--- src/sv/pcxrp_pkg.sv ---
// Shared constants and types for the PCX planar RLE to RGBA decoder.
package pcxrp_pkg;

  // Default limits handed to the top level parameters
  localparam int DEF_MAX_WIDTH  = 1024;
  localparam int DEF_MAX_HEIGHT = 4096;

  // Fixed field widths
  localparam int BYTE_BITS     = 8;
  localparam int RUN_BITS      = 6;
  localparam int CFG_W_BITS    = 11;
  localparam int CFG_H_BITS    = 13;
  localparam int CFG_DATA_BITS = 13;
  localparam int CFG_IDX_BITS  = 1;
  localparam int ROW_BITS      = 12;
  localparam int COL_BITS      = 10;
  localparam int IN_TDATA_BITS  = 8;
  localparam int OUT_TDATA_BITS = 56;

  // Register indexes on the configuration port
  localparam logic [CFG_IDX_BITS-1:0] REG_IMAGE_WIDTH  = 1'b0;
  localparam logic [CFG_IDX_BITS-1:0] REG_IMAGE_HEIGHT = 1'b1;

  // Byte codes
  localparam logic [1:0]           RUN_MARK    = 2'b11;
  localparam logic [BYTE_BITS-1:0] ALPHA_CLEAR = 8'd0;
  localparam logic [BYTE_BITS-1:0] ALPHA_OPAQUE = 8'd255;

  // Where the current line position falls
  typedef struct packed {
    logic past_end;  // position already at or beyond the line end
    logic is_red;
    logic is_green;
    logic is_blue;
    logic closes;    // placing a byte here closes the line
  } pos_flags_t;

endpackage

--- src/sv/pcxrp_cfg.sv ---
// Configuration registers with clamped width, height and derived plane limits.
module pcxrp_cfg import pcxrp_pkg::*; #(
  parameter int MAX_WIDTH  = DEF_MAX_WIDTH,
  parameter int MAX_HEIGHT = DEF_MAX_HEIGHT,
  localparam int PW = $clog2(3 * MAX_WIDTH + 1),
  localparam int SW = $clog2(MAX_HEIGHT + 1)
) (
  input  logic                     clk,
  input  logic                     rst,
  input  logic                     cfg_we,
  input  logic [CFG_IDX_BITS-1:0]  cfg_index,
  input  logic [CFG_DATA_BITS-1:0] cfg_data,
  output logic [PW-1:0]            eff_w,
  output logic [PW-1:0]            eff_w2,
  output logic [PW-1:0]            eff_lim,
  output logic [SW-1:0]            eff_h
);

  logic [31:0] wv;
  logic [31:0] hv;

  // Clamp the written values into their legal ranges
  always_comb begin
    wv = 32'(cfg_data[CFG_W_BITS-1:0]);
    if (wv == 32'd0) begin
      wv = 32'd1;
    end else if (wv > 32'(MAX_WIDTH)) begin
      wv = 32'(MAX_WIDTH);
    end
    hv = 32'(cfg_data[CFG_H_BITS-1:0]);
    if (hv == 32'd0) begin
      hv = 32'd1;
    end else if (hv > 32'(MAX_HEIGHT)) begin
      hv = 32'(MAX_HEIGHT);
    end
  end

  // Width, twice width and line length are all set on a width write
  always_ff @(posedge clk) begin
    if (rst) begin
      eff_w   <= PW'(1);
      eff_w2  <= PW'(2);
      eff_lim <= PW'(3);
      eff_h   <= SW'(1);
    end else if (cfg_we) begin
      case (cfg_index)
        REG_IMAGE_WIDTH: begin
          eff_w   <= wv[PW-1:0];
          eff_w2  <= PW'(wv << 1);
          eff_lim <= PW'(wv + (wv << 1));
        end
        REG_IMAGE_HEIGHT: begin
          eff_h <= hv[SW-1:0];
        end
        default: begin
        end
      endcase
    end
  end

endmodule

--- config.mk ---
export PLATFORM = sky130hd
export DESIGN_NAME = pcxrp_cfg
export DESIGN_NICKNAME = d
export VERILOG_FILES = /design/src/sv/pcxrp_pkg.sv /design/src/sv/pcxrp_cfg.sv
export SDC_FILE = /design/constraint.sdc
export NUM_CORES = 1
export LEC_CHECK = 0
export ABC_AREA = 1
export ABC_CLOCK_PERIOD_IN_PS = 2400
export CORE_ASPECT_RATIO = 2
export CORE_UTILIZATION = 57
export DETAILED_ROUTE_END_ITERATION = 8
export DONT_BUFFER_PORTS = 1
export PLACE_DENSITY_LB_ADDON = 0.1
export SYNTH_ARGS = -nofsm -noshare
export SYNTH_HDL_FRONTEND = slang
export SYNTH_SLANG_ARGS = --single-unit
--- constraint.sdc ---
create_clock -name clk -period 2.4 [get_ports clk]
set_clock_uncertainty 0.2 [all_clocks]
set_input_delay 0.24 -clock clk [delete_from_list [all_inputs] [get_ports clk]]
set_output_delay 0.24 -clock clk [all_outputs]
set_load 0.01 [all_outputs]
**Word-level counts from Yosys, hierarchy flattened**

Index checks and enable logic that the tools add are counted.

- Register bits: 48
- Input port bits: 17

- Add/subtract/negate cells: 1
- Magnitude comparators: 2
- Mux-type cells: 4
- Bitwise operators: 1
- Reduce and logical (&&, ||, !) cells: 4

Operators by type and width:

| kind | number |
|---|---|
| 13-bit 2-to-1 mux | 2 |
| 11-bit 2-to-1 mux | 2 |
| 13-bit greater-than comparator, second input constant | 1 |
| 13-bit logical NOT | 1 |
| 11-bit by 12-bit adder with 12-bit output | 1 |
| 11-bit greater-than comparator, second input constant | 1 |
| 11-bit logical NOT | 1 |
| 2-bit AND reduction | 2 |
| 1-bit NOT | 1 |

**Longest topological paths before layout**

Gate-level depths: netlist of run 1.

- Depth in word-level cells: 4
- Gate-level depth with buffers: 18

**Worst setup path before layout of run 1**

No wires, ideal clock.

- Path kind: input -> register
- Start point: input cfg_data[0]
- End point: register eff_lim[9]
- Setup time: 113 ps
- Data arrival time: 1984 ps
- Required time: 2087 ps
- Slack: 103 ps
- Stages on the path: 18
- Cells stage by stage: inv_1 -> nand4_1 -> nor2_2 -> nand3_2 -> nand2_4 -> nand2_1 -> inv_1 -> ha_1 -> inv_1 -> fa_1 -> inv_1 -> nand3_1 -> nand3_1 -> nand2_1 -> nand3_1 -> nand2_1 -> o21ai_1 -> inv_1

- Longest elaborated chain between the ends: 4
- Elaborated cells between the ends (all ways): 5
- Those cells by class: add/sub: 1; order compare: 1; mux: 2; reduce/logical: 1

Ends and longest elaborated chain:

| what | RTL line | source |
|---|---|---|
| start, declared | pcxrp_cfg.sv:12 | `input logic [CFG_DATA_BITS-1:0] cfg_data,` |
| 11-bit greater-than comparator | pcxrp_cfg.sv:27 | `end else if (wv > 32'(MAX_WIDTH)) begin` |
| 11-bit 2-to-1 mux | pcxrp_cfg.sv:27 |  |
| 11-bit 2-to-1 mux (*) | pcxrp_cfg.sv:25 | `if (wv == 32'd0) begin` |
| named net wv[0] | pcxrp_cfg.sv:19 | `logic [31:0] wv;` |
| 11-bit by 12-bit adder with 12-bit output (*) | pcxrp_cfg.sv:50 | `eff_lim <= PW'(wv + (wv << 1));` |
| end signal, assigned | pcxrp_cfg.sv:50 |  |
| end, declared | pcxrp_cfg.sv:15 | `output logic [PW-1:0] eff_lim,` |

The timed path passes the listed nets; every way through them passes the cells marked *.
A chain may end at the register's enable or synchronous reset.

**Worst setup path after layout of run 1**

- Start point: input cfg_data[6]
- End point: register eff_lim[9]

The elaborated chain is that of the path after synthesis.

==> results of run 1 <==
## state kept, by name, indices dropped and copies added, names as in the netlist
register  flops
eff_w2       10
eff_lim      12
eff_h        13
## logic make-up after synthesis
kind of cell	share of synthesized area (%)
AO/OA/AOI/OAI	11.2
XOR/XNOR	1.70
adder cells (fa/ha/maj)	6.42
buffers and inverters	14.8
flip-flops	33.9
other	0.181
AND/OR/NAND/NOR	31.8
## final cells by class
type	instances	area (sq um)	share of cell area (%)
clock buffers	6	82.6	3.62
clock inverters	1	5.00	0.219
inverters	38	143	6.25
multi-input cells	212	1060	46.6
flip-flops and latches	35	701	30.7
well taps	48	60.1	2.63
repair buffers	25	228	9.97
## metrics by stage
step                      setup TNS [ns]  worst slack (ns)
after detailed placement         -0.0306           -0.0306
final                                  0             0.253
after global routing                   0            0.0423
after floorplan                        0             0.103
after CTS                              0             0.249
after global placement                 0            0.0200
## tightest hold or removal path, stage by stage
cell and delay, ns:
nand2_4 0.05, nand2_2 0.09, a21oi_1 0.06
## cells in the mapped netlist, types with 2 or more instances
cell and instances:
nand2_1 60, nor2_1 48, inv_1 36, dfxtp_1 35, nand3_1 30, a21oi_1 25
buf_4 14, o21ai_0 13, ha_1 9, buf_2 4, clkbuf_1 4, nand4_1 3
nor2_2 3, xor2_1 3, a21o_1 2, buf_6 2, inv_2 2, nand2_2 2
nand3_2 2, nor3_1 2, o21ai_1 2
## routing by layer
layer / part of all wire [%] / up-vias / global-route usage [%]
met1: 37 / 897 / 26.1
li1: - / 977 / -
met4: 2.9 / 0 / 14.9
met3: 3.2 / 16 / 3.94
met2: 57 / 44 / 53.3
met5: 0 / - / 0
## how the worst min path moves through the flow
stage	start	endpoint	slack, ns	depth (start not counted)
after floorplan	cfg_data[11]	eff_h[11]	0.19	2
after global placement	rst	eff_h[5]	0.11	1
after detailed placement	rst	eff_h[6]	0.11	1
after CTS	cfg_data[10]	eff_w2[3]	0.003	3
after global routing	cfg_data[5]	eff_w2[6]	0.03	3
final	cfg_data[10]	eff_w2[3]	0.005	3
## repair_timing
action / in CTS / in global routing
gates resized for setup: 0 / 0
hold buffers: 16 / 0
endpoints found under the hold margin: 27 / 0
## power breakdown
part	switching, W	total, W	internal, W	leakage [nW]
logic	0.000129	0.000216	0.0000864	0.801
registers	0.0000454	0.000659	0.000614	0.287
clock network	0.000201	0.000425	0.000225	0.0470
==> impl_metrics.sql, run 1 <==
INSERT INTO impl_metrics (metric_group, metric, value, unit) VALUES
('worst_setup_path', 'cp_slowest_cell', 'fa_1', ''),
('yosys', 'mappedNetlistArea', '2070', 'sq um'),
('clocking', 'bufs_on_longest_clock_path', '2', ''),
('worst_setup_path', 'crit_fanout', '6', ''),
('layout', 'final_cells', '365', ''),
('yosys', 'ys_async_rst_share', '0', '%'),
('worst_setup_path', 'crit_cells', '18', ''),
('placement', 'dpl.hpwl', '3.66', 'mm'),
('routing', 'detail_route.first_pass.iterations', '4', ''),
('routing', 'wire_per_inst', '13.5', 'um'),
('sta', 'slew_violations', '0', ''),
('clocking', 'clk_pin_slew_worst_paths', '0.07', 'ns'),
('sta', 'unrepaired_setup_endpoints_after_global_routing', 'no', ''),
('worst_setup_path', 'buffering_stage_count_on_the_worst_path_with_inverters_included', '4', ''),
('yosys', 'ys_top_cells_by_area', 'dfxtp_1, nand2_1, nor2_1', ''),
('yosys', 'synth-warning-count', '0', ''),
('routing', 'route.detailed.drc', '0', ''),
('routing', 'vias_per_cell', '5.30', ''),
('yosys', 'postSynthAreaPerCell', '6.71', 'sq um'),
('worst_setup_path', 'delay_contributed_by_the_slowest_stage_of_the_critical_path', '0.38', 'ns'),
('clocking', 'setup_fix_buffers_added_after_clock_tree_synthesis', '0', ''),
('layout', 'finish.instance_area', '2280', 'sq um'),
('clocking', 'tritoncts', 'built', ''),
('run', 'maxCapViolations', '0', ''),
('placement', 'globalplace.congestion', '0.903', ''),
('worst_setup_path', 'rr_worst_depth', '3', ''),
('layout', 'drive_gt1_share', '8.83', '%'),
('routing', 'routed_wirelength', '4.92', 'mm'),
('worst_setup_path', 'critical_path_rt', '2.38', 'ns'),
('sta', 'tightestPinTransition', '0.831', 'ns'),
('floorplanning', 'rows', '30', ''),
('routing', 'antenna_left', '0', ''),
('yosys', 'yosysUniqueCellTypes', '28', ''),
('power_and_ir_drop', 'design_power_total', '0.00130', 'W'),
('sta', 'timing.final.crit_period', '2.15', 'ns'),
('sta', 'timing.slew.headroom', '44.4', '%'),
('layout', 'layout.filler_cells', '323', ''),
('placement', 'placed_cell_area', '2040', 'sq um'),
('layout', 'finish.net_count', '344', ''),
('sta', 'fmax', '0.466', 'GHz'),
('clocking', 'cts-root-buf', 'clkbuf_8', ''),
('worst_setup_path', 'critical_path_arrival', '2.13', 'ns'),
('clocking', 'ctsHtreeMaxLevel', '2', ''),
('global_route', 'grt_max_degree', '30', ''),
('worst_setup_path', 'worst_setup_path_start', 'cfg_data[6]', ''),
('yosys', 'dominantRegCellSynth', 'dfxtp_1', ''),
('power_and_ir_drop', 'power.density', '570', 'nW/um^2'),
('layout', 'layout_commonest_cell', 'nand2_1', ''),
('placement', 'placed_cells_incl_taps', '342', ''),
('floorplanning', 'ios', '66', ''),
('run_status', 'outcome', 'complete, no violations', ''),
('floorplanning', 'floorplan.core_area', '3420', 'sq um'),
('worst_setup_path', 'regToRegEndpoint', 'eff_w2[11]', ''),
('yosys', 'synth.top_cell.area_share', '33.9', '%'),
('layout', 'most-common-layout-cells', 'nand2_1, nor2_1, inv_1, dfxtp_1, nand3_1', ''),
('worst_setup_path', 'worst_setup_path_end_kind', 'flop', ''),
('worst_setup_path', 'crit_end', 'eff_lim[9]', ''),
('clocking', 'cts_inserted_buffers', '5', ''),
('floorplanning', 'initial_core_util', '60.5', '%'),
('yosys', 'synth_top_cell_by_area', 'dfxtp_1', ''),
('hold_path', 'worst_hold_path_type', 'in -> reg', ''),
('yosys', 'postSynthRegisterBits', '35', ''),
('global_route', 'grt_antenna_before_repair', '0', ''),
('sta', 'final_hold_viol_count', '0', ''),
('layout', 'antenna_cells_inserted', '0', ''),
('global_route', 'first_pass_grt_wire_length', '7.96', 'mm'),
('layout', 'area_delta_synth_final', '10.5', '%'),
('yosys', 'synth.yosys.seq_area_share', '33.9', '%'),
('sta', 'worst_case_hold_slack', '0.00500', 'ns'),
('floorplanning', 'die_h', '87.2', 'um'),
('layout', 'fin_util', '66.8', '%');
No activity file was read; power rests on OpenSTA's default activity.
==> run 2, diff against run 1 <==
- CORE_ASPECT_RATIO: 2 -> not set
- CTS_CLUSTER_DIAMETER: not set -> 30
==> impl_metrics.sql, run 2 (synthesis results as in run 1) <==
INSERT INTO impl_metrics (metric_group, metric, value, unit) VALUES
('clocking', 'tritoncts', 'built', ''),
('global_route', 'grt_max_degree', '25', ''),
('routing', 'antenna_left', '0', ''),
('worst_setup_path', 'regToRegEndpoint', 'eff_h[11]', ''),
('run', 'maxCapViolations', '0', ''),
('routing', 'vias_per_cell', '5.19', ''),
('hold_path', 'worst_hold_path_type', 'in -> reg', ''),
('clocking', 'clk_pin_slew_worst_paths', '0.12', 'ns'),
('sta', 'worst_case_hold_slack', '-0.00615', 'ns'),
('placement', 'globalplace.congestion', '0.884', ''),
('layout', 'drive_gt1_share', '8.10', '%'),
('worst_setup_path', 'critical_path_arrival', '2.28', 'ns'),
('placement', 'dpl.hpwl', '3.23', 'mm'),
('sta', 'timing.final.crit_period', '2.23', 'ns'),
('routing', 'vias', '1903', ''),
('floorplanning', 'die_h', '62.2', 'um'),
('layout', 'layout_top_registers', 'eff_h (13), eff_lim (12), eff_w2 (10)', ''),
('layout', 'antenna_cells_inserted', '0', ''),
('clocking', 'cts-root-buf', 'clkbuf_4', ''),
('worst_setup_path', 'reg_to_reg_setup_timing_slack', '0.89', 'ns'),
('layout', 'largest_register_ffs', '13', ''),
('worst_setup_path', 'rr_worst_depth', '3', ''),
('routing', 'drt_iter0_markers', '108', ''),
('layout', 'area_delta_synth_final', '10.8', '%'),
('worst_setup_path', 'setup.worst_path.start_class', 'input pin', ''),
('clocking', 'clock_sink_count', '35', ''),
('clocking', 'cts_inserted_buffers', '5', ''),
('worst_setup_path', 'cp_slowest_cell', 'dlygate4sd3_1', ''),
('clocking', 'ctsHtreeMaxLevel', '2', ''),
('floorplanning', 'floorplan.core_area', '3420', 'sq um'),
('floorplanning', 'die_area', '3870', 'sq um'),
('sta', 'totalNegativeSetupSlack', '0', 'ns'),
('layout', 'multi_input_area', '1070', 'sq um'),
('sta', 'final_hold_viol_count', '1', ''),
('worst_setup_path', 'critical_path_rt', '2.46', 'ns'),
('worst_setup_path', 'delay_contributed_by_the_slowest_stage_of_the_critical_path', '0.58', 'ns'),
('power_and_ir_drop', 'worst_ir_drop_vdd', '0.370', 'mV'),
('layout', 'layout_commonest_cell', 'nand2_1', ''),
('worst_setup_path', 'worst_path_dominant_cell_family', 'buffers and inverters', ''),
('hold_path', 'min-delay-start', 'cfg_data[10]', ''),
('sta', 'setup-violations-final', '0', ''),
('floorplanning', 'rows', '21', ''),
('worst_setup_path', 'buffering_stage_count_on_the_worst_path_with_inverters_included', '3', ''),
('global_route', 'grt_antenna_before_repair', '0', ''),
('floorplanning', 'initial_core_util', '60.5', '%'),
('worst_setup_path', 'timing.critical_path.mode_cell', 'dlygate4sd3_1', ''),
('routing', 'routed_wirelength', '4.82', 'mm'),
('sta', 'slew_violations', '0', ''),
('clocking', 'bufs_on_longest_clock_path', '2', ''),
('layout', 'layout.filler_cells', '318', ''),
('hold_path', 'holdPathEnd', 'eff_w2[4]', ''),
('routing', 'detail_route.first_pass.iterations', '5', ''),
('layout', 'register_area', '701', 'sq um'),
('run_status', 'failed_checks', 'hold timing', ''),
('power_and_ir_drop', 'leakagePower', '1.13', 'nW'),
('global_route', 'sum_of_overflow_across_all_layers_after_global_routing', '0', ''),
('global_route', 'first_pass_grt_wire_length', '8.27', 'mm'),
('worst_setup_path', 'worst_setup_path_end_kind', 'flop', ''),
('worst_setup_path', 'crit_fanout', '22', ''),
('worst_setup_path', 'setup.worst_path.class', 'in -> reg', ''),
('worst_setup_path', 'worstReg2RegStart', 'eff_h[11]', ''),
('layout', 'fin_util', '67.0', '%'),
('clocking', 'setup_fix_buffers_added_after_clock_tree_synthesis', '0', ''),
('floorplanning', 'ios', '66', ''),
('sta', 'timing.slew.headroom', '39.9', '%'),
('run_status', 'outcome', 'finished, violations left', ''),
('sta', 'fmax', '0.449', 'GHz'),
('clocking', 'clk-insertion-delay-late', '0.35', 'ns'),
('placement', 'number_of_buffers_added_on_ports', '0', ''),
('layout', 'most-common-layout-cells', 'nand2_1, nor2_1, inv_1, dfxtp_1, nand3_1', ''),
('power_and_ir_drop', 'power.density', '524', 'nW/um^2'),
('floorplanning', 'die_width', '62.2', 'um'),
('global_route', 'grtUsageTotal', '27.4', '%'),
('global_route', 'number_of_global_route_vias_before_repair', '1775', ''),
('hold_path', 'min_delay_path_depth', '4', ''),
('sta', 'tightestPinTransition', '0.899', 'ns'),
('sta', 'unrepaired_setup_endpoints_after_global_routing', 'no', ''),
('routing', 'route.detailed.drc', '0', ''),
('worst_setup_path', 'cp_cell_sequence', 'dlygate4sd3_1 -> nor2_4 -> inv_2 -> nor2_1 -> dlygate4sd3_1 -> nand3_1 -> nand2_1 -> a21oi_2', ''),
('layout', 'finish.net_count', '347', ''),
('routing', 'wire_per_inst', '13.1', 'um'),
('layout', 'top_register', 'eff_h', ''),
('sta', 'timing.final.crit_share', '92.7', '%');
## run 2: changes by cell type in the layout (fill, tap and decap cells not counted), sizes merged
cell	before	now
buf	9	6
dlymetal6s4s	0	1
clkinvlp	0	1
dlygate4sd3	16	21
## run 2: layout make-up
cell class	count	area share, %
inverters	38	6.23
clock buffers	6	1.80
flip-flops and latches	35	30.6
repair buffers	28	11.7
clock inverters	2	0.546
multi-input cells	212	46.6
well taps	46	2.51
## run 2: per-stage QoR
step	total power (W)	worst slack, ns	std cells	cell area, sq um	hold WS, ns
2_1_floorplan	0.000842	0.103	309	2070	0.188
4_1_cts	0.00120	0.0479	367	2280	0.00119
3_3_place_gp	0.000850	0.0279	337	2010	0.114
3_5_place_dp	0.000852	-0.0494	337	2010	0.116
6_report	0.00120	0.174	367	2290	-0.00615
5_1_grt	0.00127	0.0275	367	2290	0.00605
## run 2: routing by layer
metal	routed length (um)	global-route usage [%]	vias up	share of wire [%]
met5	0	0	-	0
met2	2160	42.6	67	45
met3	324	9.19	10	6.7
met4	85	10.5	0	1.8
li1	-	-	985	-
met1	2250	35.1	841	47
## run 2: worst min-delay path, stage by stage
cell and delay [ns]:
nand3_2 0.07, nand2_4 0.06, nand2_1 0.07, a21oi_1 0.06
## run 2: what timing repair did
action	CTS	global route
gates resized for setup	0	2
setup endpoints to repair	0	6
hold buffers	22	0
hold endpoints to repair	35	0
## run 2: worst max-delay path by stage
stage,startpoint,depth (start not counted),end,slack (ns)
2_1_floorplan,cfg_data[0],18,eff_lim[9],0.10
3_3_place_gp,cfg_data[6],18,eff_lim[9],0.03
3_5_place_dp,cfg_data[1],18,eff_lim[9],-0.05
4_1_cts,cfg_data[10],13,eff_lim[9],0.05
5_1_grt,cfg_data[1],18,eff_lim[9],0.03
6_report,cfg_index,8,eff_lim[11],0.17
## run 2: power by group
group / leakage, nW / internal [W] / total [W] / switching, W
registers: 0.287 / 0.000614 / 0.000659 / 0.0000449
logic: 0.814 / 0.0000888 / 0.000221 / 0.000132
clock network: 0.0282 / 0.000113 / 0.000321 / 0.000208
