$ cat src/sv/pcxrp_pkg.sv
// Shared constants and types for the PCX planar RLE to RGBA decoder.
package pcxrp_pkg;

  // Default limits handed to the top level parameters
  localparam int DEF_MAX_WIDTH  = 1024;
  localparam int DEF_MAX_HEIGHT = 4096;

  // Fixed field widths
  localparam int BYTE_BITS     = 8;
  localparam int RUN_BITS      = 6;
  localparam int CFG_W_BITS    = 11;
  localparam int CFG_H_BITS    = 13;
  localparam int CFG_DATA_BITS = 13;
  localparam int CFG_IDX_BITS  = 1;
  localparam int ROW_BITS      = 12;
  localparam int COL_BITS      = 10;
  localparam int IN_TDATA_BITS  = 8;
  localparam int OUT_TDATA_BITS = 56;

  // Register indexes on the configuration port
  localparam logic [CFG_IDX_BITS-1:0] REG_IMAGE_WIDTH  = 1'b0;
  localparam logic [CFG_IDX_BITS-1:0] REG_IMAGE_HEIGHT = 1'b1;

  // Byte codes
  localparam logic [1:0]           RUN_MARK    = 2'b11;
  localparam logic [BYTE_BITS-1:0] ALPHA_CLEAR = 8'd0;
  localparam logic [BYTE_BITS-1:0] ALPHA_OPAQUE = 8'd255;

  // Where the current line position falls
  typedef struct packed {
    logic past_end;  // position already at or beyond the line end
    logic is_red;
    logic is_green;
    logic is_blue;
    logic closes;    // placing a byte here closes the line
  } pos_flags_t;

endpackage

$ cat src/sv/pcxrp_pos.sv
// Line position unit: shared compare and subtract that maps the fill count to a plane slot.
module pcxrp_pos import pcxrp_pkg::*; #(
  parameter int MAX_WIDTH = DEF_MAX_WIDTH,
  localparam int PW = $clog2(3 * MAX_WIDTH + 1),
  localparam int AW = (MAX_WIDTH > 1) ? $clog2(MAX_WIDTH) : 1
) (
  input  logic [PW-1:0] fill,
  input  logic [PW-1:0] w,
  input  logic [PW-1:0] w2,
  input  logic [PW-1:0] lim,
  output pos_flags_t    flags,
  output logic [AW-1:0] idx
);

  logic [PW-1:0] base;
  logic [PW-1:0] diff;
  logic [PW:0]   fill_inc;

  // Plane select and offset within the plane
  always_comb begin
    flags.past_end = (fill >= lim);
    flags.is_red   = (fill < w);
    flags.is_green = !flags.is_red && (fill < w2);
    flags.is_blue  = !flags.is_red && !flags.is_green && !flags.past_end;
    if (flags.is_red) begin
      base = '0;
    end else if (flags.is_green) begin
      base = w;
    end else begin
      base = w2;
    end
    diff = fill - base;
    idx  = diff[AW-1:0];
    fill_inc = {1'b0, fill} + (PW+1)'(1);
    flags.closes = (fill_inc >= {1'b0, lim});
  end

endmodule

$ cat config.mk
export PLATFORM = sky130hd
export DESIGN_NAME = pcxrp_pos
export DESIGN_NICKNAME = d
export VERILOG_FILES = /design/src/sv/pcxrp_pkg.sv /design/src/sv/pcxrp_pos.sv
export SDC_FILE = /design/constraint.sdc
export NUM_CORES = 1
export LEC_CHECK = 0
export BUFFER_PORTS_ARGS = -buffer_cell sky130_fd_sc_hd__buf_2
export CAP_MARGIN = 20
export CORE_MARGIN = 10
export CORE_UTILIZATION = 49
export DETAILED_ROUTE_END_ITERATION = 8
export PLACE_DENSITY = 0.89
export SETUP_SLACK_MARGIN = 0.2
export SYNTH_ARGS = -nofsm -noshare
export SYNTH_HDL_FRONTEND = slang
export SYNTH_SLANG_ARGS = --single-unit
$ cat constraint.sdc
create_clock -name vclk -period 3.9
set_input_delay 0.39 -clock vclk [all_inputs]
set_output_delay 0.39 -clock vclk [all_outputs]
set_load 0.1 [all_outputs]
# After elaboration in Yosys (flattened, before gate mapping)
# Index checks and enable logic that the tools add are counted.
# word_totals
regBits	0
input_bits	48
output_inout_bits	15
elab_cells	14
# classes
n_addsub	2
order_cmp	4
muxes	2
reduce_logical	6
# ops
operator	n
$lt 12x12->1	2
$mux 10	2
$add 12x1->13 const B	1
$ge 13x12->1	1
$ge 12x12->1	1
$sub 10x10->10	1
$logic_and 1x1->1	3
$logic_not 1->1	3

# Logic depth before layout (Yosys ltp)
# Gate-level depths: netlist (run 1).
# logic_depth
depth_word	6
depth_mapped	18
ltp_nobuf	17

# Worst setup path after synthesis (run 1)
# No wires, ideal clock.
# synth_path
path_kind	input-to-output
from	input port w[2]
to	output port idx[8]
arrival_time_ns	4.566
t_required_ns	3.510
setup_slack_ns	-1.056
stages	18
path_buffers	1
cell_sequence	inv_1 > ha_1 > a211oi_2 > o21ai_1 > a211oi_2 > o21ai_1 > nor2b_4 > buf_6 > a22o_1 > ha_1 > fa_1 > nor2b_1 > o21ai_0 > nand2b_1 > a21o_1 > a21oi_1 > o21ai_1 > xor2_1
# synth_rtl
item	line_no	text
from (decl)	pcxrp_pos.sv:8	input logic [PW-1:0] w,
to (decl)	pcxrp_pos.sv:12	output logic [AW-1:0] idx

# Worst setup path after layout (run 1)
# layout_path
from	input port w[1]
to	output port idx[8]
# layout_between
elab_chain_len	6
# layout_rtl
item	line_no	text
$lt 12x12->1	pcxrp_pos.sv:22	flags.is_red = (fill < w);
$logic_not 1->1	pcxrp_pos.sv:23	flags.is_green = !flags.is_red && (fill < w2);
$logic_and 1x1->1	pcxrp_pos.sv:23	
$mux 10	pcxrp_pos.sv:27	end else if (flags.is_green) begin
$mux 10 *	pcxrp_pos.sv:25	if (flags.is_red) begin
$sub 10x10->10 *	pcxrp_pos.sv:32	diff = fill - base;
# Every way passes the cells marked *; elsewhere a longest branch is shown, timed or not.

==> results.md, run 1 <==
- Ys Warns: 0
- Max VDD drop: 0.467 mV
- Ports: 63
- Initial drt markers: about 150
- N_diodes: 0
- Critical Path RT: 3.51 ns
- Crit-path max FO: 6
- P&R area growth vs syn: 63.9%
- PD cells: 308 nW/um^2
- Area after DPL: between 2000 and 3000 um^2
- # hold bufs at CTS: 0
- Final setup fails: 0
- FF+latch count: 0
- Yosys top cell area share: a little under 40%
- Final HPWL DP: 4650 um
- Unrepaired setup endpoints after global routing: yes
- FP Rows: 21
- Avg Vias per Cell: 5.53
- Final hold vios: 0
- FF/Latch Area: 0 um^2
- Chip Height: about 80 um
- # Max-Cap Violations: 0
- Cells after Synth: around 230
- Crit Path Category: in2out
- Grt ovf: 0
- Final wirelength: 6470 um
- Cell area after layout: 2950 um^2
- Largest net degree at the start of global routing: 8
- CP arrival: 3.48 ns
- Worst Max-Slew Pin Slew: 0.496 ns
- Die area: 6490 um^2
- Vias: 2013
- Post-synth top area cell: ha_1
- Clock buffer count: 0
- Final Max Tran Viols: 0
- Final nets: 425
- Worst Setup End Kind: primary output
- Vias in the first global route: 2010
- Status: finished clean
- Top cells by area, synth: ha_1 39%, inv_1 7.9%, a21o_1 5.4%, xnor2_1 4.4%, xor2_1 3.9%
- Pleak: 1.52 nW
- Netlist cell types: 38
- Initial antenna violation count: 0
- Tcrit/Tclk final: 99.3%
- Initial Util: 52.2%
- DRC violations left: 0
- Post-Syn Area: about 1800 um^2
- Routed length per instance: roughly 18 um
- Number of I/O port buffers: 63
- First-pass GRT wire length: a little under 9000 um
- Die width: around 81 um
- Critical Path Start Type: primary input
- Minimum clock period: just under 4 ns
- Mean cell area of the mapped netlist: 7.99 um^2
- Syn nets: 330
- Hold slack: 1.45 ns
- Setup TNS: 0 ns
- Post-route ant nets: 0
- First-pass DRT Iterations: 4
- Layout cells sized above 1: 50.6%
- Sequential-to-total area share from yosys stat: 0%
- FMAX: between 0.2 and 0.3 GHz
- Core region area: approximately 3400 um^2
- Total track usage: 15.9%
- Hold Crit Class: in2out
- Slew margin rel.: 67.2%
- GPL Wtd Cong: 0.920
-- area by class of cell --
class                      count  area (um^2)
fill                         177          497
inverter                      39          151
timing repair buffer          95          737
multi-input combinational    184         2000
tap                           46         57.6
-- final timing paths --
check	startpoint	endpoint	cells after the start
max	w[1]	idx[8]	19
min	fill[6]	idx[6]	5
-- critical path: stages --
cell and delay (ns):
buf_2 0.10, inv_1 0.07, ha_4 0.16, a211oi_2 0.28
o21ai_2 0.10, a211oi_2 0.22, o21ai_2 0.12, nor2b_4 0.16
a22o_1 0.25, ha_4 0.18, fa_2 0.34, nor2b_1 0.12
o21ai_1 0.08, nand2b_1 0.11, a21o_1 0.16, a21oi_4 0.08
o21ai_4 0.17, xor2_4 0.18, buf_12 0.19
-- cells in the mapped netlist, drive strengths merged, types with 7 or more instances --
cell / count
a211oi: 7
a21o: 13
nand3: 7
nor2: 10
a22oi: 9
xnor2: 9
o21ai: 14
nand2: 10
ha: 56
inv: 39
xor2: 8
a21oi: 12
-- report_power, final --
group          leakage, nW  switching, mW  total, mW  internal [mW]
registers                0              0          0              0
logic                 1.52          0.557      0.907          0.349
clock network            0              0          0              0
total                 1.52          0.557      0.907          0.349
-- routing by layer --
layer,global-route usage (%),vias up,share of wire (%)
li1,-,986,-
met1,17.6,942,36
met2,30.7,67,56
met3,2.90,18,5.2
met4,2.11,0,3.1
met5,0,-,0
-- cell families after synthesis --
kind of cell | synth area share [%]
adders and majority gates | 40.1
xor gates and xnor gates | 9.54
buffers and inverters | 9.19
AOI/OAI and AO/OA | 27.3
and+or+nand+nor | 13.9
-- metrics by stage --
step                util [%]  instances  worst slack, ns  power, mW
detailed placement      75.4        354          -0.0597      0.806
global placement        75.4        354          -0.0323      0.794
finish                  85.6        364           0.0266      0.907
floorplan                  -        225           -0.108      0.582
CTS                     78.2        360           0.0676      0.832
global route            85.6        364           -0.157      0.957
-- placed cells by master (no fill, tap or decap), types with 3 or more instances in the layout --
master	synthesis	final
a22oi_2	1	3
buf_12	0	6
nand4_1	4	4
xor2_4	0	3
inv_2	1	8
buf_2	0	46
o21ai_1	5	4
inv_1	38	29
xor2_1	8	4
nand3_1	7	7
o21ai_2	3	6
nor2b_1	4	4
nor2_1	10	9
a21oi_1	12	10
ha_1	56	38
a21o_1	13	13
nand2_1	10	10
ha_2	0	4
buf_4	1	27
xnor2_1	9	6
ha_4	0	14
a22oi_1	7	5
buf_6	1	15
a211oi_2	4	6
-- timing repair --
item | 4_1_cts | 5_1_grt
pin swaps | 13 | 26
resized for setup | 12 | 55
setup endpoints to repair | 3 | 5
buffers inserted | 6 | 4
(Power assumes the default switching activity.)
==> inputs of run 2 (changes only) <==
- RECOVER_POWER: default -> 25
==> results.md, run 2 (synthesis results as in run 1) <==
- Crit Path Category: in2out (unchanged)
- Initial Util: 52.2% (unchanged)
- DRC violations left: 0 (unchanged)
- Minimum clock period: 3.88 ns (was 3.87 ns)
- Layout cells sized above 1: 49.7% (was 50.6%)
- Avg Vias per Cell: 5.52 (was 5.53)
- First-pass GRT wire length: 8710 um (unchanged)
- FF/Latch Area: 0 um^2 (unchanged)
- Worst Max-Slew Pin Slew: 1.19 ns (was 0.496 ns)
- Most common cell after layout, fill and taps aside: buf_2 (unchanged)
- Max incr delay on CP: 0.34 ns (about the same)
- Commonest non-fill, non-tap cells in the layout: 43 x buf_2, 38 x ha_1, 29 x inv_1, 27 x buf_4, 15 x buf_6 (was 46 x buf_2, 38 x ha_1, 29 x inv_1, 27 x buf_4, 15 x buf_6)
- Routed length per instance: 17.8 um (about the same)
- Hold slack: 1.45 ns (unchanged)
- Largest net degree at the start of global routing: 8 (unchanged)
- FMAX: 0.258 GHz (about the same)
- Final nets: 425 (unchanged)
- Core region area: 3440 um^2 (unchanged)
- Worst Setup End Kind: primary output (unchanged)
- # Max-Cap Violations: 0 (unchanged)
- First-pass DRT Iterations: 4 (unchanged)
- Area after DPL: 2590 um^2 (unchanged)
- Vias in the first global route: 2010 (unchanged)
- Cell Int Power: 348 uW (was 349 uW)
- FP Rows: 21 (unchanged)
- Slowest CP cell: fa_2 (unchanged)
- Number of I/O port buffers: 63 (unchanged)
- Clock buffer count: 0 (unchanged)
- CP Cell Sequence: buf_2, inv_1, ha_4, a211oi_2, o21ai_2, a211oi_2, o21ai_2, nor2b_4, a22o_1, ha_4, fa_2, nor2b_1, o21ai_1, nand2b_1, a21o_1, a21oi_4, o21ai_4, xor2_4, buf_12 (unchanged)
- Switch share: 61.6% (was 61.5%)
- Final HPWL DP: 4650 um (unchanged)
- Final hold vios: 0 (unchanged)
- Sequential share of power: 0% (about the same)
- Vias: 2011 (was 2013)
- N_diodes: 0 (unchanged)
- Ports: 63 (unchanged)
- P&R area growth vs syn: 63.7% (was 63.9%)
- Chip Height: 80.6 um (unchanged)
- GPL Wtd Cong: 0.920 (unchanged)
- Max VDD drop: 0.467 mV (about the same)
- Unrepaired setup endpoints after global routing: yes (unchanged)
- Final wirelength: 6470 um (about the same)
- Comb pwr share: 100.0% (about the same)
- Die area: 6490 um^2 (unchanged)
- Final Max Tran Viols: 0 (unchanged)
- FF+latch count: 0 (unchanged)
- Slew margin rel.: 21.2% (was 67.2%)
- Die width: 80.6 um (unchanged)
- Critical Path RT: 3.51 ns (about the same)
- PD cells: 308 nW/um^2 (about the same)
- Crit-path max FO: 6 (unchanged)
- Status: finished clean (unchanged)
- Post-route ant nets: 0 (unchanged)
- Pleak: 1.52 nW (about the same)
- Initial antenna violation count: 0 (unchanged)
- Initial drt markers: 149 (was 147)
- Critical Path Start Type: primary input (unchanged)
- Grt ovf: 0 (unchanged)
- Hold Crit Class: in2out (unchanged)
- Clock power share: 0% (about the same)
- NetSw: 558 uW (was 557 uW)
- Fillers: 178 (was 177)
- Total track usage: 15.9% (unchanged)
- Tcrit/Tclk final: 99.4% (was 99.3%)
- Cell area after layout: 2940 um^2 (was 2950 um^2)
- Final core occ: 85.5% (was 85.6%)
- Final setup fails: 0 (unchanged)
- CP arrival: 3.49 ns (was 3.48 ns)
run 2: path summary, 6_finish.rpt:
path / startpoint / endpoint / slack (ns) / cells after the start
worst max-delay path: w[1] / idx[8] / 0.02 / 19
worst min-delay path: fill[6] / idx[6] / 1.45 / 5
run 2: layout make-up:
cell class / instances / area [um^2] / area share, %
repair buffers: 95 / 733 / 24.9
multi-input cells: 184 / 2000 / 68.0
inverters: 39 / 151 / 5.15
well taps: 46 / 57.6 / 1.96
run 2: power by group through the flow:
stage	combinational (mW)	clock, mW	sequential, mW
floorplan	0.582	0	0
global placement	0.794	0	0
detailed placement	0.806	0	0
CTS	0.832	0	0
global route	0.956	0	0
finish	0.905	0	0
run 2: repair_timing:
item	in CTS	in global routing
setup buffers	6	4
endpoints found under the setup margin	3	5
hold buffers	0	0
pin swaps	13	26
resized for setup	12	55
run 2: critical path: cells and delay by family:
family,cells,cell delay (ns)
buf+inv,3,0.36
fa+ha+maj,3,0.68
simple gates,3,0.39
xor+xnor,1,0.18
compound gates,9,1.46
run 2: per-stage QoR:
stage	setup TNS (ns)	cells	total power [mW]	setup WS [ns]
6_report	0	364	0.905	0.0230
5_1_grt	-0.456	364	0.956	-0.157
3_5_place_dp	-0.0669	354	0.806	-0.0597
2_1_floorplan	-0.108	225	0.582	-0.108
3_3_place_gp	-0.0323	354	0.794	-0.0323
4_1_cts	0	360	0.832	0.0676
run 2: per-layer routing:
layer | GRT usage, % | part of all wire (%) | vias to the layer above
li1 | - | - | 987
met1 | 17.6 | 36 | 939
met2 | 30.7 | 56 | 67
met3 | 2.90 | 5.0 | 18
met4 | 2.11 | 3.1 | 0
met5 | 0 | 0 | -
==> inputs of run 3 (changes only) <==
- CORE_UTILIZATION: 49 -> 43
- PLACE_DENSITY: 0.89 -> 0.83
- clock period: 3.9 -> 3.5 ns (I/O delays scaled with it)
==> results.md, run 3 (synthesis results as in run 1) <==
- GPL Wtd Cong: 0.901 (was 0.920)
- Unrepaired setup endpoints after global routing: yes (unchanged)
- Hold path start: fill[9] (was fill[6])
- Number of I/O port buffers: 63 (unchanged)
- PD cells: 342 nW/um^2 (was 308 nW/um^2)
- Comb pwr share: 100.0% (about the same)
- FMAX: 0.261 GHz
- Grt ovf: 0 (unchanged)
- First-pass GRT wire length: 9960 um (was 8710 um)
- DRC violations left: 0 (unchanged)
- Initial drt markers: 74 (was 149)
- DR WL met3: 324 um (was 325 um)
- Sum of buffers and inverters on the critical path: 2 (was 3)
- Worst Max-Slew Pin Slew: 1.19 ns (about the same)
- Layout cells sized above 1: 52.3% (was 49.7%)
- Final setup fails: 5 (was 0)
- Cell Int Power: 455 uW (was 348 uW)
- Total track usage: 15.8% (was 15.9%)
- Initial antenna violation count: 0 (unchanged)
- Fillers: 265 (was 178)
- Pleak: 1.67 nW (was 1.52 nW)
- Most common cell after layout, fill and taps aside: buf_4 (was buf_2)
- Minimum clock period: 3.83 ns
- # Max-Cap Violations: 0 (unchanged)
- # hold bufs at CTS: 0 (unchanged)
- Max incr delay on CP: 0.33 ns (was 0.34 ns)
- Final hold vios: 0 (unchanged)
- Hold Crit Class: in2out (unchanged)
- FP Rows: 23 (was 21)
- CP top delay family: compound AO/OA/AOI/OAI gates (unchanged)
- CP Cell Sequence: buf_4, ha_4, a211oi_2, nor2_1, a211oi_2, o21ai_2, and2_4, a22o_1, ha_4, fa_2, nor2b_1, o21ai_1, nand2b_1, a21o_1, a21oi_4, o21ai_4, xor2_4, buf_12 (was buf_2, inv_1, ha_4, a211oi_2, o21ai_2, a211oi_2, o21ai_2, nor2b_4, a22o_1, ha_4, fa_2, nor2b_1, o21ai_1, nand2b_1, a21o_1, a21oi_4, o21ai_4, xor2_4, buf_12)
- Met2 WL: 3470 um (was 3610 um)
- Crit Path Category: in2out (unchanged)
- Final WS setup: -0.327 ns (was 0.0230 ns)
- Tcrit/Tclk final: 109%
- Post-route ant nets: 0 (unchanged)
- Critical Path RT: 3.15 ns (was 3.51 ns)
- Worst Setup End Kind: primary output (unchanged)
- Slowest CP cell: fa_2 (unchanged)
- Clock buffer count: 0 (unchanged)
- Die width: 84.6 um (was 80.6 um)
- Vias in the first global route: 2299 (was 2010)
- Critical Path Start Type: primary input (unchanged)
- FF+latch count: 0 (unchanged)
- Routed length per instance: 16.0 um (was 17.8 um)
- FF/Latch Area: 0 um^2 (unchanged)
- Die area: 7160 um^2 (was 6490 um^2)
- Final wirelength: 6330 um (was 6470 um)
- Chip Height: 84.6 um (was 80.6 um)
- Final HPWL DP: 5280 um (was 4650 um)
- Failing checks: negative setup slack
- Status: complete, but fails checks (was finished clean)
- Max VDD drop: 0.483 mV (was 0.467 mV)
- NetSw: 636 uW (was 558 uW)
- CP arrival: 3.48 ns (was 3.49 ns)
- Initial Util: 44.6% (was 52.2%)
- WHS Path Cells: 3 (was 5)
- Switch share: 58.3% (was 61.6%)
- Final Max Tran Viols: 0 (unchanged)
- First-pass DRT Iterations: 4 (unchanged)
- Hold endpoint: idx[9] (was idx[6])
- Cell area after layout: 3190 um^2 (was 2940 um^2)
- P&R area growth vs syn: 77.3% (was 63.7%)
- Avg Vias per Cell: 5.25 (was 5.52)
- Commonest non-fill, non-tap cells in the layout: 56 x buf_4, 45 x buf_2, 41 x ha_1, 30 x inv_1, 14 x ha_4 (was 43 x buf_2, 38 x ha_1, 29 x inv_1, 27 x buf_4, 15 x buf_6)
- Area after DPL: 2920 um^2 (was 2590 um^2)
- Post-place setup slack: -0.340 ns (was -0.0597 ns)
- Sequential share of power: 0% (about the same)
- Largest net degree at the start of global routing: 7 (was 8)
- DR top layer: met4 (unchanged)
- Ports: 63 (unchanged)
- Clock power share: 0% (about the same)
- N_diodes: 0 (unchanged)
- Final nets: 453 (was 425)
- Crit-path max FO: 4 (was 6)
- WL met1: 2420 um (was 2340 um)
- Vias: 2079 (was 2011)
- Slew margin rel.: 21.3% (was 21.2%)
- Core region area: 4030 um^2 (was 3440 um^2)
[run 3: changes by cell type in the layout (fill, tap and decap cells not counted), moves of 3 or more]
| cell | previous run | this run |
|---|---|---|
| buf_12 | 6 | 9 |
| buf_6 | 15 | 10 |
| ha_1 | 38 | 41 |
| ha_2 | 4 | 1 |
| o21ai_2 | 6 | 3 |
| buf_4 | 27 | 56 |
[run 3: through the flow]
step	util [%]	total power, mW	cells	hold WS, ns	TNS (ns)
after detailed placement	72.6	0.991	385	1.42	-1.02
after global placement	72.6	0.970	385	1.40	-0.583
after global routing	79.1	1.15	396	1.33	-1.86
after CTS	76.3	1.05	394	1.34	-0.824
final	79.1	1.09	396	1.32	-1.01
after floorplan	-	0.656	225	1.13	-1.07
[run 3: worst max path at each step]
stage	depth (start not counted)	endpoint	slack [ns]	startpoint
3_5_place_dp	18	idx[9]	-0.34	w[5]
2_1_floorplan	17	idx[8]	-0.42	fill[2]
3_3_place_gp	18	idx[8]	-0.21	fill[2]
4_1_cts	19	idx[8]	-0.25	w2[2]
5_1_grt	18	idx[8]	-0.50	fill[5]
6_report	18	idx[8]	-0.33	fill[5]
[run 3: metal layers]
layer | global-route usage, % | up-vias
met4 | 1.95 | 0
met1 | 16.2 | 974
li1 | - | 1047
met2 | 32.1 | 46
met3 | 3.00 | 12
met5 | 0 | -
[run 3: cell type report]
cell class | count | area [um^2] | share of cell area [%]
inverter | 39 | 156 | 4.91
multi-input combinational | 184 | 2010 | 63.0
tap | 50 | 62.6 | 1.96
timing repair buffer | 123 | 961 | 30.2
[run 3: power by group through the flow]
stage / clock network (mW) / logic (mW) / registers [mW]
final: 0 / 1.09 / 0
after global routing: 0 / 1.15 / 0
after floorplan: 0 / 0.656 / 0
after CTS: 0 / 1.05 / 0
after detailed placement: 0 / 0.991 / 0
after global placement: 0 / 0.970 / 0
[run 3: what timing repair did]
item | in CTS | in global routing
hold endpoints to repair | 0 | 0
pin swaps | 23 | 15
setup endpoints to repair | 6 | 7
gates resized for setup | 20 | 19
setup buffers | 9 | 2
